**src/hdl/drf_pkg.sv**
```systemverilog
`default_nettype none

package drf_pkg;

   localparam int SLOT_W  = 10;
   localparam int BYTE_W  = 8;
   localparam int COUNT_W = 10;

   localparam logic [BYTE_W-1:0] NULL_CODE = 8'h00;
   localparam logic [BYTE_W-1:0] RDM_CODE  = 8'hCC;
   localparam logic [BYTE_W-1:0] DISC_CODE = 8'hFE;

   // Highest length an RDM length byte can set: 255 plus 2.
   localparam int RDM_LEN_MAX = 257;

   typedef enum logic [1:0] {
      KIND_DMX  = 2'd0,
      KIND_RDM  = 2'd1,
      KIND_NONE = 2'd2
   } frame_kind_type;

   typedef struct packed {
      logic                byte_valid;
      logic [SLOT_W-1:0]   slot_index;
      logic [BYTE_W-1:0]   slot_value;
      logic                frame_done;
      frame_kind_type      frame_kind;
      logic [COUNT_W-1:0]  frame_count;
   } rsp_type;

endpackage

`default_nettype wire

```
**src/hdl/drf_framer.sv**
```systemverilog
`default_nettype none

module drf_framer #(
   parameter int MAX_FRAME = 513
) (
   input  wire logic             clock,
   input  wire logic             reset,
   input  wire logic             step,
   input  wire logic             item_break,
   input  wire logic [7:0]       item_byte,
   input  wire logic             rdm_active,
   output drf_pkg::rsp_type      res
);
   import drf_pkg::*;

   localparam int LEN_MAX = (MAX_FRAME > RDM_LEN_MAX) ? MAX_FRAME : RDM_LEN_MAX;
   localparam int CW      = $clog2(LEN_MAX + 1);
   localparam int WW      = (CW > SLOT_W) ? CW : SLOT_W;

   logic          receiving_ff, receiving_in;
   logic [CW-1:0] slot_cnt_ff, slot_cnt_in;
   logic [CW-1:0] frame_len_ff, frame_len_in;
   logic [7:0]    start_code_ff, start_code_in;

   logic [CW-1:0] cnt_next;
   logic [CW-1:0] len_eff;
   logic [7:0]    code_eff;
   logic          drop;

   function automatic logic [SLOT_W-1:0] to_field(input logic [CW-1:0] v);
      logic [WW-1:0] w;
      w = WW'(v);
      return w[SLOT_W-1:0];
   endfunction

   always_comb begin
      receiving_in  = receiving_ff;
      slot_cnt_in   = slot_cnt_ff;
      frame_len_in  = frame_len_ff;
      start_code_in = start_code_ff;
      res           = '0;
      cnt_next      = slot_cnt_ff + CW'(1);
      code_eff      = (slot_cnt_ff == '0) ? item_byte : start_code_ff;
      len_eff       = frame_len_ff;
      drop          = 1'b0;

      if (slot_cnt_ff == CW'(2)) begin
         if (code_eff == RDM_CODE) begin
            if (!rdm_active) begin
               len_eff = CW'({1'b0, item_byte} + 9'd2);
            end
         end else if (code_eff == DISC_CODE) begin
            len_eff = CW'(MAX_FRAME);
         end else if (code_eff != NULL_CODE) begin
            drop = 1'b1;
         end
      end

      if (item_break) begin
         // Only a null start code frame with data slots is closed by a break.
         if (receiving_ff && slot_cnt_ff > CW'(1) && start_code_ff == NULL_CODE) begin
            res.frame_done = 1'b1;
            if (!rdm_active) begin
               res.frame_kind  = KIND_DMX;
               res.frame_count = to_field(slot_cnt_ff - CW'(1));
            end else begin
               res.frame_kind  = KIND_NONE;
               res.frame_count = to_field(slot_cnt_ff);
            end
         end
         receiving_in = 1'b1;
         slot_cnt_in  = '0;
         frame_len_in = CW'(MAX_FRAME);
      end else if (receiving_ff) begin
         res.byte_valid = 1'b1;
         res.slot_index = to_field(slot_cnt_ff);
         res.slot_value = item_byte;
         start_code_in  = code_eff;
         frame_len_in   = len_eff;
         slot_cnt_in    = cnt_next;
         if (drop) begin
            receiving_in    = 1'b0;
            res.frame_done  = 1'b1;
            res.frame_kind  = KIND_NONE;
            res.frame_count = to_field(cnt_next);
         end else if (cnt_next >= len_eff) begin
            receiving_in   = 1'b0;
            res.frame_done = 1'b1;
            if (!rdm_active && code_eff == NULL_CODE) begin
               res.frame_kind  = KIND_DMX;
               res.frame_count = to_field(slot_cnt_ff);
            end else if (!rdm_active && code_eff == RDM_CODE) begin
               res.frame_kind  = KIND_RDM;
               res.frame_count = to_field(len_eff);
            end else begin
               res.frame_kind  = KIND_NONE;
               res.frame_count = to_field(cnt_next);
            end
         end
      end
   end

   always_ff @(posedge clock) begin
      if (reset) begin
         receiving_ff  <= 1'b0;
         slot_cnt_ff   <= '0;
         frame_len_ff  <= CW'(MAX_FRAME);
         start_code_ff <= NULL_CODE;
      end else if (step) begin
         receiving_ff  <= receiving_in;
         slot_cnt_ff   <= slot_cnt_in;
         frame_len_ff  <= frame_len_in;
         start_code_ff <= start_code_in;
      end
   end

   // A running frame always ends before its slot count reaches the length.
   a_cnt_below_len: assert property (@(posedge clock) disable iff (reset)
      receiving_ff |-> slot_cnt_ff < frame_len_ff)
      else $error("slot counter reached frame length while receiving");

   // A frame that ends on a data byte leaves the framer waiting for a break.
   a_end_stops: assert property (@(posedge clock) disable iff (reset)
      step && !item_break && res.frame_done |=> !receiving_ff)
      else $error("framer still receiving after frame end");

   // A break always rearms reception from slot zero.
   a_break_rearms: assert property (@(posedge clock) disable iff (reset)
      step && item_break |=> receiving_ff && slot_cnt_ff == '0)
      else $error("break did not restart the frame");

endmodule

`default_nettype wire

```
**src/hdl/drf_out_skid.sv**
```systemverilog
`default_nettype none

module drf_out_skid (
   input  wire logic          clock,
   input  wire logic          reset,
   input  wire logic          push,
   input  wire drf_pkg::rsp_type push_data,
   output logic               push_ready,
   output logic               out_valid,
   input  wire logic          out_ready,
   output drf_pkg::rsp_type   out_data
);
   import drf_pkg::*;

   logic    out_valid_ff;
   logic    skid_valid_ff;
   rsp_type out_data_ff;
   rsp_type skid_data_ff;

   // Ready depends only on the spare entry, so the downstream ready never
   // reaches the upstream side combinationally.
   assign push_ready = !skid_valid_ff;
   assign out_valid  = out_valid_ff;
   assign out_data   = out_data_ff;

   always_ff @(posedge clock) begin
      if (reset) begin
         out_valid_ff  <= 1'b0;
         skid_valid_ff <= 1'b0;
      end else if (!out_valid_ff || out_ready) begin
         out_valid_ff  <= skid_valid_ff || push;
         skid_valid_ff <= 1'b0;
      end else if (push) begin
         skid_valid_ff <= 1'b1;
      end
   end

   always_ff @(posedge clock) begin
      if (!out_valid_ff || out_ready) begin
         out_data_ff <= skid_valid_ff ? skid_data_ff : push_data;
      end else if (push) begin
         skid_data_ff <= push_data;
      end
   end

   a_skid_behind_out: assert property (@(posedge clock) disable iff (reset)
      skid_valid_ff |-> out_valid_ff)
      else $error("spare entry holds an item while the output is empty");

   a_skid_fill_on_stall: assert property (@(posedge clock) disable iff (reset)
      $rose(skid_valid_ff) |-> $past(out_valid_ff && !out_ready && push))
      else $error("spare entry filled without a stalled output");

endmodule

`default_nettype wire

```
**src/hdl/dmx_rdm_frame_receiver.sv**
```systemverilog
`default_nettype none

// DMX512/RDM receive framer. Each input item is a break or a received data
// byte; each gives exactly one result item that reports the stored byte with
// its slot index and, when a frame ends, the frame kind and count. The block
// takes one item per clock cycle when the result side keeps up. An accepted
// item is held in the input register; the framer logic feeds its result into
// the output register when the output buffer has room, and the output register
// then offers it on rsp_tvalid.
// A two-entry output buffer keeps req_tready independent of rsp_tready. The
// register csr_wr_data is written whenever csr_wr_en is high and must only
// change while no item is in flight.
module dmx_rdm_frame_receiver #(
   parameter int MAX_FRAME = 513
) (
   input  wire logic        clock,
   input  wire logic        reset,
   input  wire logic        csr_wr_en,
   input  wire logic        csr_wr_data,    // rdm_transaction_active
   input  wire logic        req_tvalid,
   output logic             req_tready,
   input  wire logic [7:0]  req_tdata,      // [7:0] rx_byte
   input  wire logic        req_tuser,      // [0] req_type (1 = break)
   output logic             rsp_tvalid,
   input  wire logic        rsp_tready,
   output logic [31:0]      rsp_tdata,      // [9:0] slot_index, [17:10] slot_value,
                                            // [27:18] frame_count, [31:28] zero
   output logic [3:0]       rsp_tuser       // [0] byte_valid, [1] frame_done,
                                            // [3:2] frame_kind
);
   import drf_pkg::*;

   logic       rdm_active_ff;
   logic       in_valid_ff;
   logic       in_break_ff;
   logic [7:0] in_byte_ff;
   logic       advance;
   logic       out_room;
   rsp_type    framed;
   rsp_type    rsp;

   assign advance    = in_valid_ff && out_room;
   assign req_tready = !in_valid_ff || out_room;

   always_ff @(posedge clock) begin
      if (reset) begin
         rdm_active_ff <= 1'b0;
      end else if (csr_wr_en) begin
         rdm_active_ff <= csr_wr_data;
      end
   end

   always_ff @(posedge clock) begin
      if (reset) begin
         in_valid_ff <= 1'b0;
      end else if (req_tready) begin
         in_valid_ff <= req_tvalid;
      end
   end

   always_ff @(posedge clock) begin
      if (req_tvalid && req_tready) begin
         in_break_ff <= req_tuser;
         in_byte_ff  <= req_tdata;
      end
   end

   drf_framer #(
      .MAX_FRAME (MAX_FRAME)
   ) u_framer (
      .clock      (clock),
      .reset      (reset),
      .step       (advance),
      .item_break (in_break_ff),
      .item_byte  (in_byte_ff),
      .rdm_active (rdm_active_ff),
      .res        (framed)
   );

   drf_out_skid u_out (
      .clock      (clock),
      .reset      (reset),
      .push       (advance),
      .push_data  (framed),
      .push_ready (out_room),
      .out_valid  (rsp_tvalid),
      .out_ready  (rsp_tready),
      .out_data   (rsp)
   );

   assign rsp_tdata = {4'b0000, rsp.frame_count, rsp.slot_value, rsp.slot_index};
   assign rsp_tuser = {rsp.frame_kind, rsp.frame_done, rsp.byte_valid};

endmodule

`default_nettype wire
```
**config.mk**
```make
export PLATFORM = sky130hd
export DESIGN_NAME = dmx_rdm_frame_receiver
export DESIGN_NICKNAME = d
export VERILOG_FILES = /design/src/hdl/drf_pkg.sv /design/src/hdl/drf_framer.sv /design/src/hdl/drf_out_skid.sv /design/src/hdl/dmx_rdm_frame_receiver.sv
export SDC_FILE = /design/constraint.sdc
export NUM_CORES = 1
export LEC_CHECK = 0
export BUFFER_PORTS_ARGS = -buffer_cell sky130_fd_sc_hd__buf_2
export CELL_PAD_IN_SITES_DETAIL_PLACEMENT = 0
export CELL_PAD_IN_SITES_GLOBAL_PLACEMENT = 1
export CORE_ASPECT_RATIO = 2
export CORE_MARGIN = 1.5
export CORE_UTILIZATION = 51
export CTS_CLUSTER_SIZE = 24
export DETAILED_ROUTE_END_ITERATION = 12
export PLACE_DENSITY_LB_ADDON = 0.1
export SLEW_MARGIN = 20
export SYNTH_ARGS = -nofsm -noshare
export SYNTH_HDL_FRONTEND = slang
export SYNTH_SLANG_ARGS = --single-unit
```
**constraint.sdc**
```tcl
create_clock -name clock -period 8.35 [get_ports clock]
set_input_delay 1.2525 -clock clock [delete_from_list [all_inputs] [get_ports clock]]
set_output_delay 1.2525 -clock clock [all_outputs]
set_load 0.02 [all_outputs]
```
==> results.txt <==
----------------------------------------------------
[Synthesis]
  Post-Synthesis Cell Area ... 0.00562 sq mm
  Mean cell area of the mapped netlist ... 11.3 sq um
  Synthesized netlist cell count ... 499
  Sequential fraction of the synthesis area ... 50.7%
  Count of warnings emitted by yosys ... 0
  #FFs+latches synth ... 106
  Dominant cell type by area after synthesis ... sky130_fd_sc_hd__edfxtp_1
  Unique masters post-synth ... 72
  Main synth FF type ... sky130_fd_sc_hd__edfxtp_1
  Area share of the largest cell type after synthesis ... 39.0%
  Count of flip-flops with a built-in enable after synthesis ... 73
  Top cells by area, synth ... sky130_fd_sc_hd__edfxtp_1, sky130_fd_sc_hd__dfxtp_1, sky130_fd_sc_hd__mux2_2
  Async S/R FF share, synth ... 0%

[Route]
  Total wire length ... 14300 microns
  Via count ... 4165
  Antenna-violating nets left ... 0
  DRC violation count after routing ... 0
  Via density per instance ... 6.12
  Initial detailed-routing violation count ... 224
  TritonRoute pass-1 iters ... 4
  DR WL/cell ... 21.0 microns

[GRT]
  Via count of the first global-routing pass ... 4147
  Initial antenna violation count ... 0
  Pin count of the biggest net entering global routing ... 38
  Total Routing Usage GR ... 25.8%
  Total global routing overflow ... 0
  Global-route wire length before repair ... 22500 microns

[Critical path]
  Maximum net fanout on the critical path ... 12
  Category of the worst setup path launch point ... flop
  CP Class ... flop to flop
  Sort of element at the end of the critical path ... flop
  Worst Path Required ... 8.45 ns
  Signal arrival time at the worst endpoint ... 5.19 ns
  Cell repeated most along the worst path ... sky130_fd_sc_hd__ha_1
  Cells along the critical path ... inv_1, ha_1, clkinv_1, nor3_4, mux2i_1, a21o_1, a22oi_1, ha_1, a211oi_1, nor2_1, nor3_1, a2111oi_0, a21oi_2, o32ai_2, mux2_1
  Slowest CP cell ... sky130_fd_sc_hd__a21oi_2
  Delay of the slowest cell on the worst path ... 0.69 ns

[Hold path]
  Hold WC Path Type ... flop to flop

[Place]
  Worst setup slack before clock tree synthesis ... 3.39 ns
  Number of I/O port buffers ... 48
  Placed wire-length estimate after detailed placement ... 10800 microns
  Last weighted congestion value of the routability-driven placer ... 0.977

[CTS]
  Clock sink total ... 106
  CTS Hold Buffers Added ... 0
  Clock tree from TritonCTS ... built
  Cts repair resizes ... 0
  Latest clock arrival within the worst-skew pair ... 0.35 ns
  Root buffer cell ... sky130_fd_sc_hd__clkbuf_16
  CTS H-tree lvls ... 3
  Number of buffers created by CTS ... 9
  Post-CTS Setup Repair Bufs ... 0
  Bufs on Longest Clock Path ... 2
  Clock transition at path regs ... 0.07 ns

[Power]
  Fraction of power spent switching nets ... 23.8%
  Share of power burned in registers ... 55.2%
  Leakage component of the power ... 2.41 nW
  Switching component of the power ... 0.250 mW
  Logic gate share of total power ... 5.9%
  Internal portion of total power ... 0.799 mW
  Maximum vdd drop ... 0.0000993 V
  Power density cells ... 169 mW/mm^2
  Proportion of power drawn by the clock network ... 38.8%

[Die]
  Die ar. ... 0.0117 sq mm
  Number of rows created at floorplan ... 54
  Floorplan core area ... 0.0108 sq mm
  Initial standard-cell utilization of the core ... 52.0%
  Die outline height ... 151 microns
  Die outline width ... 77.2 microns
  I/O pin total ... 53

[STA]
  RSZ-0062 raised after global routing ... false
  Setup TNS ... 0 ns
  Final count of pins violating max slew ... 0
  Fmax ... 0.197 GHz
  Post-route setup slack ... 3.26 ns
  Final critical delay including setup and external delays ... 5.09 ns
  Final cycle utilization of the critical path ... 60.9%
  Slew Limit Headroom ... 39.9%
  Worst Tran Pin Value ... 0.895 ns
  Layout Skew ... 0.00912 ns
  Number of setup violations in the final report ... 0
  Number of hold violations in the final report ... 0

[Layout]
  Ant diodes ... 0
  Footprint of the multi-input gates ... 0.00259 sq mm
  Final Net Count ... 567
  Area occupied by registers ... 0.00285 sq mm
  Layout cells sized above 1 ... 23.7%
  Final-layout fill cell count ... 983
  Synthesis-to-finish area growth ... 10.3%

[Flow run]
  Number of max-cap violations ... 0

[Outcome]
  Result of the run ... finished, final reports clean

----------------------------------------------------
==> sequential cells by signal (all words and copies together) (netlist names), 8 cells and up <==
register and flops:
u_out.out_data 32, u_out.skid_data_ff 32, u_framer.frame_len_ff 10, u_framer.slot_cnt_ff 10
in_byte_ff 8, u_framer.start_code_ff 8
==> power by group through the flow <==
stage	logic, mW	clock network [mW]	registers [mW]
6_report	0.0623	0.407	0.579
2_1_floorplan	0.0332	0	0.598
5_1_grt	0.0664	0.437	0.581
3_3_place_gp	0.0613	0	0.591
4_1_cts	0.0622	0.414	0.579
3_5_place_dp	0.0619	0	0.591
==> layout make-up <==
type / count / share of cell area [%]
Multi-Input combinational cell: 360 / 41.7
Clock inverter: 6 / 0.888
Timing Repair Buffer: 53 / 4.48
Tap cell: 140 / 2.83
Sequential cell: 106 / 46.0
Inverter: 6 / 0.363
Clock buffer: 10 / 3.69
==> synthesized netlist by cell type (all sizes together) (6+ instances only) <==
| master | n |
|---|---|
| nor2 | 40 |
| xnor2 | 13 |
| o21ai | 20 |
| buf | 13 |
| mux2 | 30 |
| o22ai | 6 |
| clkbuf | 17 |
| edfxtp | 73 |
| nor3 | 15 |
| nand2 | 44 |
| ha | 16 |
| and2 | 21 |
| xor2 | 8 |
| or4 | 6 |
| nand4 | 7 |
| nor4 | 9 |
| nand3 | 11 |
| dfxtp | 33 |
| a21oi | 23 |
| a22oi | 13 |
| nand2b | 7 |
==> final timing paths <==
path	startpoint	endpoint	slack, ns	depth (start not counted)
worst max-delay path	u_framer.slot_cnt_ff[0]	u_out.out_data[3]	3.26	15
worst min-delay path	u_framer.start_code_ff[6]	u_framer.start_code_ff[6]	0.47	2
worst max register to register	u_framer.slot_cnt_ff[0]	u_out.out_data[3]	3.26	15
worst min register to register	u_framer.start_code_ff[6]	u_framer.start_code_ff[6]	0.47	2
==> layout by cell type (no fill, tap or decap), types with 7 or more instances in the layout <==
cell | synthesis | final
sky130_fd_sc_hd__a22oi_1 | 13 | 13
sky130_fd_sc_hd__xor2_1 | 8 | 8
sky130_fd_sc_hd__nor3_1 | 14 | 14
sky130_fd_sc_hd__xnor2_1 | 13 | 13
sky130_fd_sc_hd__o21ai_0 | 18 | 18
sky130_fd_sc_hd__and2_1 | 21 | 21
sky130_fd_sc_hd__buf_2 | 1 | 48
sky130_fd_sc_hd__ha_1 | 16 | 16
sky130_fd_sc_hd__clkbuf_16 | 0 | 9
sky130_fd_sc_hd__nand4_1 | 7 | 7
sky130_fd_sc_hd__mux2_1 | 7 | 7
sky130_fd_sc_hd__dfxtp_1 | 33 | 33
sky130_fd_sc_hd__edfxtp_1 | 73 | 73
sky130_fd_sc_hd__mux2_2 | 23 | 23
sky130_fd_sc_hd__nand2b_1 | 7 | 7
sky130_fd_sc_hd__nand2_1 | 44 | 44
sky130_fd_sc_hd__nand3_1 | 11 | 11
sky130_fd_sc_hd__nor2_1 | 39 | 39
sky130_fd_sc_hd__a21oi_1 | 22 | 22
==> layer usage <==
metal	global-route usage [%]	wire, microns	share of wire, %	vias to the layer above
li1	-	-	-	1954
met2	42.8	7010	49	180
met3	3.95	536	3.8	79
met5	0	0	0	-
met1	28.5	5410	38	1952
met4	23.1	1340	9.4	0
==> worst max-delay path: cells and delay by family, from the launching register on <==
kind | cells | cell delay, ns
buf+inv | 2 | 0.56
flops | 1 | 0.42
fa+ha+maj | 2 | 0.63
compound gates | 6 | 1.81
mux | 2 | 0.69
simple gates | 3 | 0.74
==> kinds of logic after synthesis <==
logic type,Yosys count,share of synthesized area [%]
simple gates,176,16.4
compound gates,109,15.7
flops,106,50.7
buf+inv,36,3.49
mux,34,6.72
xor+xnor,21,3.27
fa+ha+maj,16,3.56
other cells,1,0.0667
==> metrics by stage <==
stage | instance area, sq um | cells | hold slack, ns | power, mW | utilization [%]
after global placement | 5920 | 665 | 0.454 | 0.652 | 54.7
final | 6200 | 681 | 0.474 | 1.05 | 57.3
after CTS | 6200 | 681 | 0.476 | 1.06 | 57.3
after global routing | 6200 | 681 | 0.506 | 1.08 | 57.3
after floorplan | 5630 | 502 | 0.444 | 0.631 | -
after detailed placement | 5920 | 665 | 0.466 | 0.653 | 54.7
(Power assumes the default switching activity.)
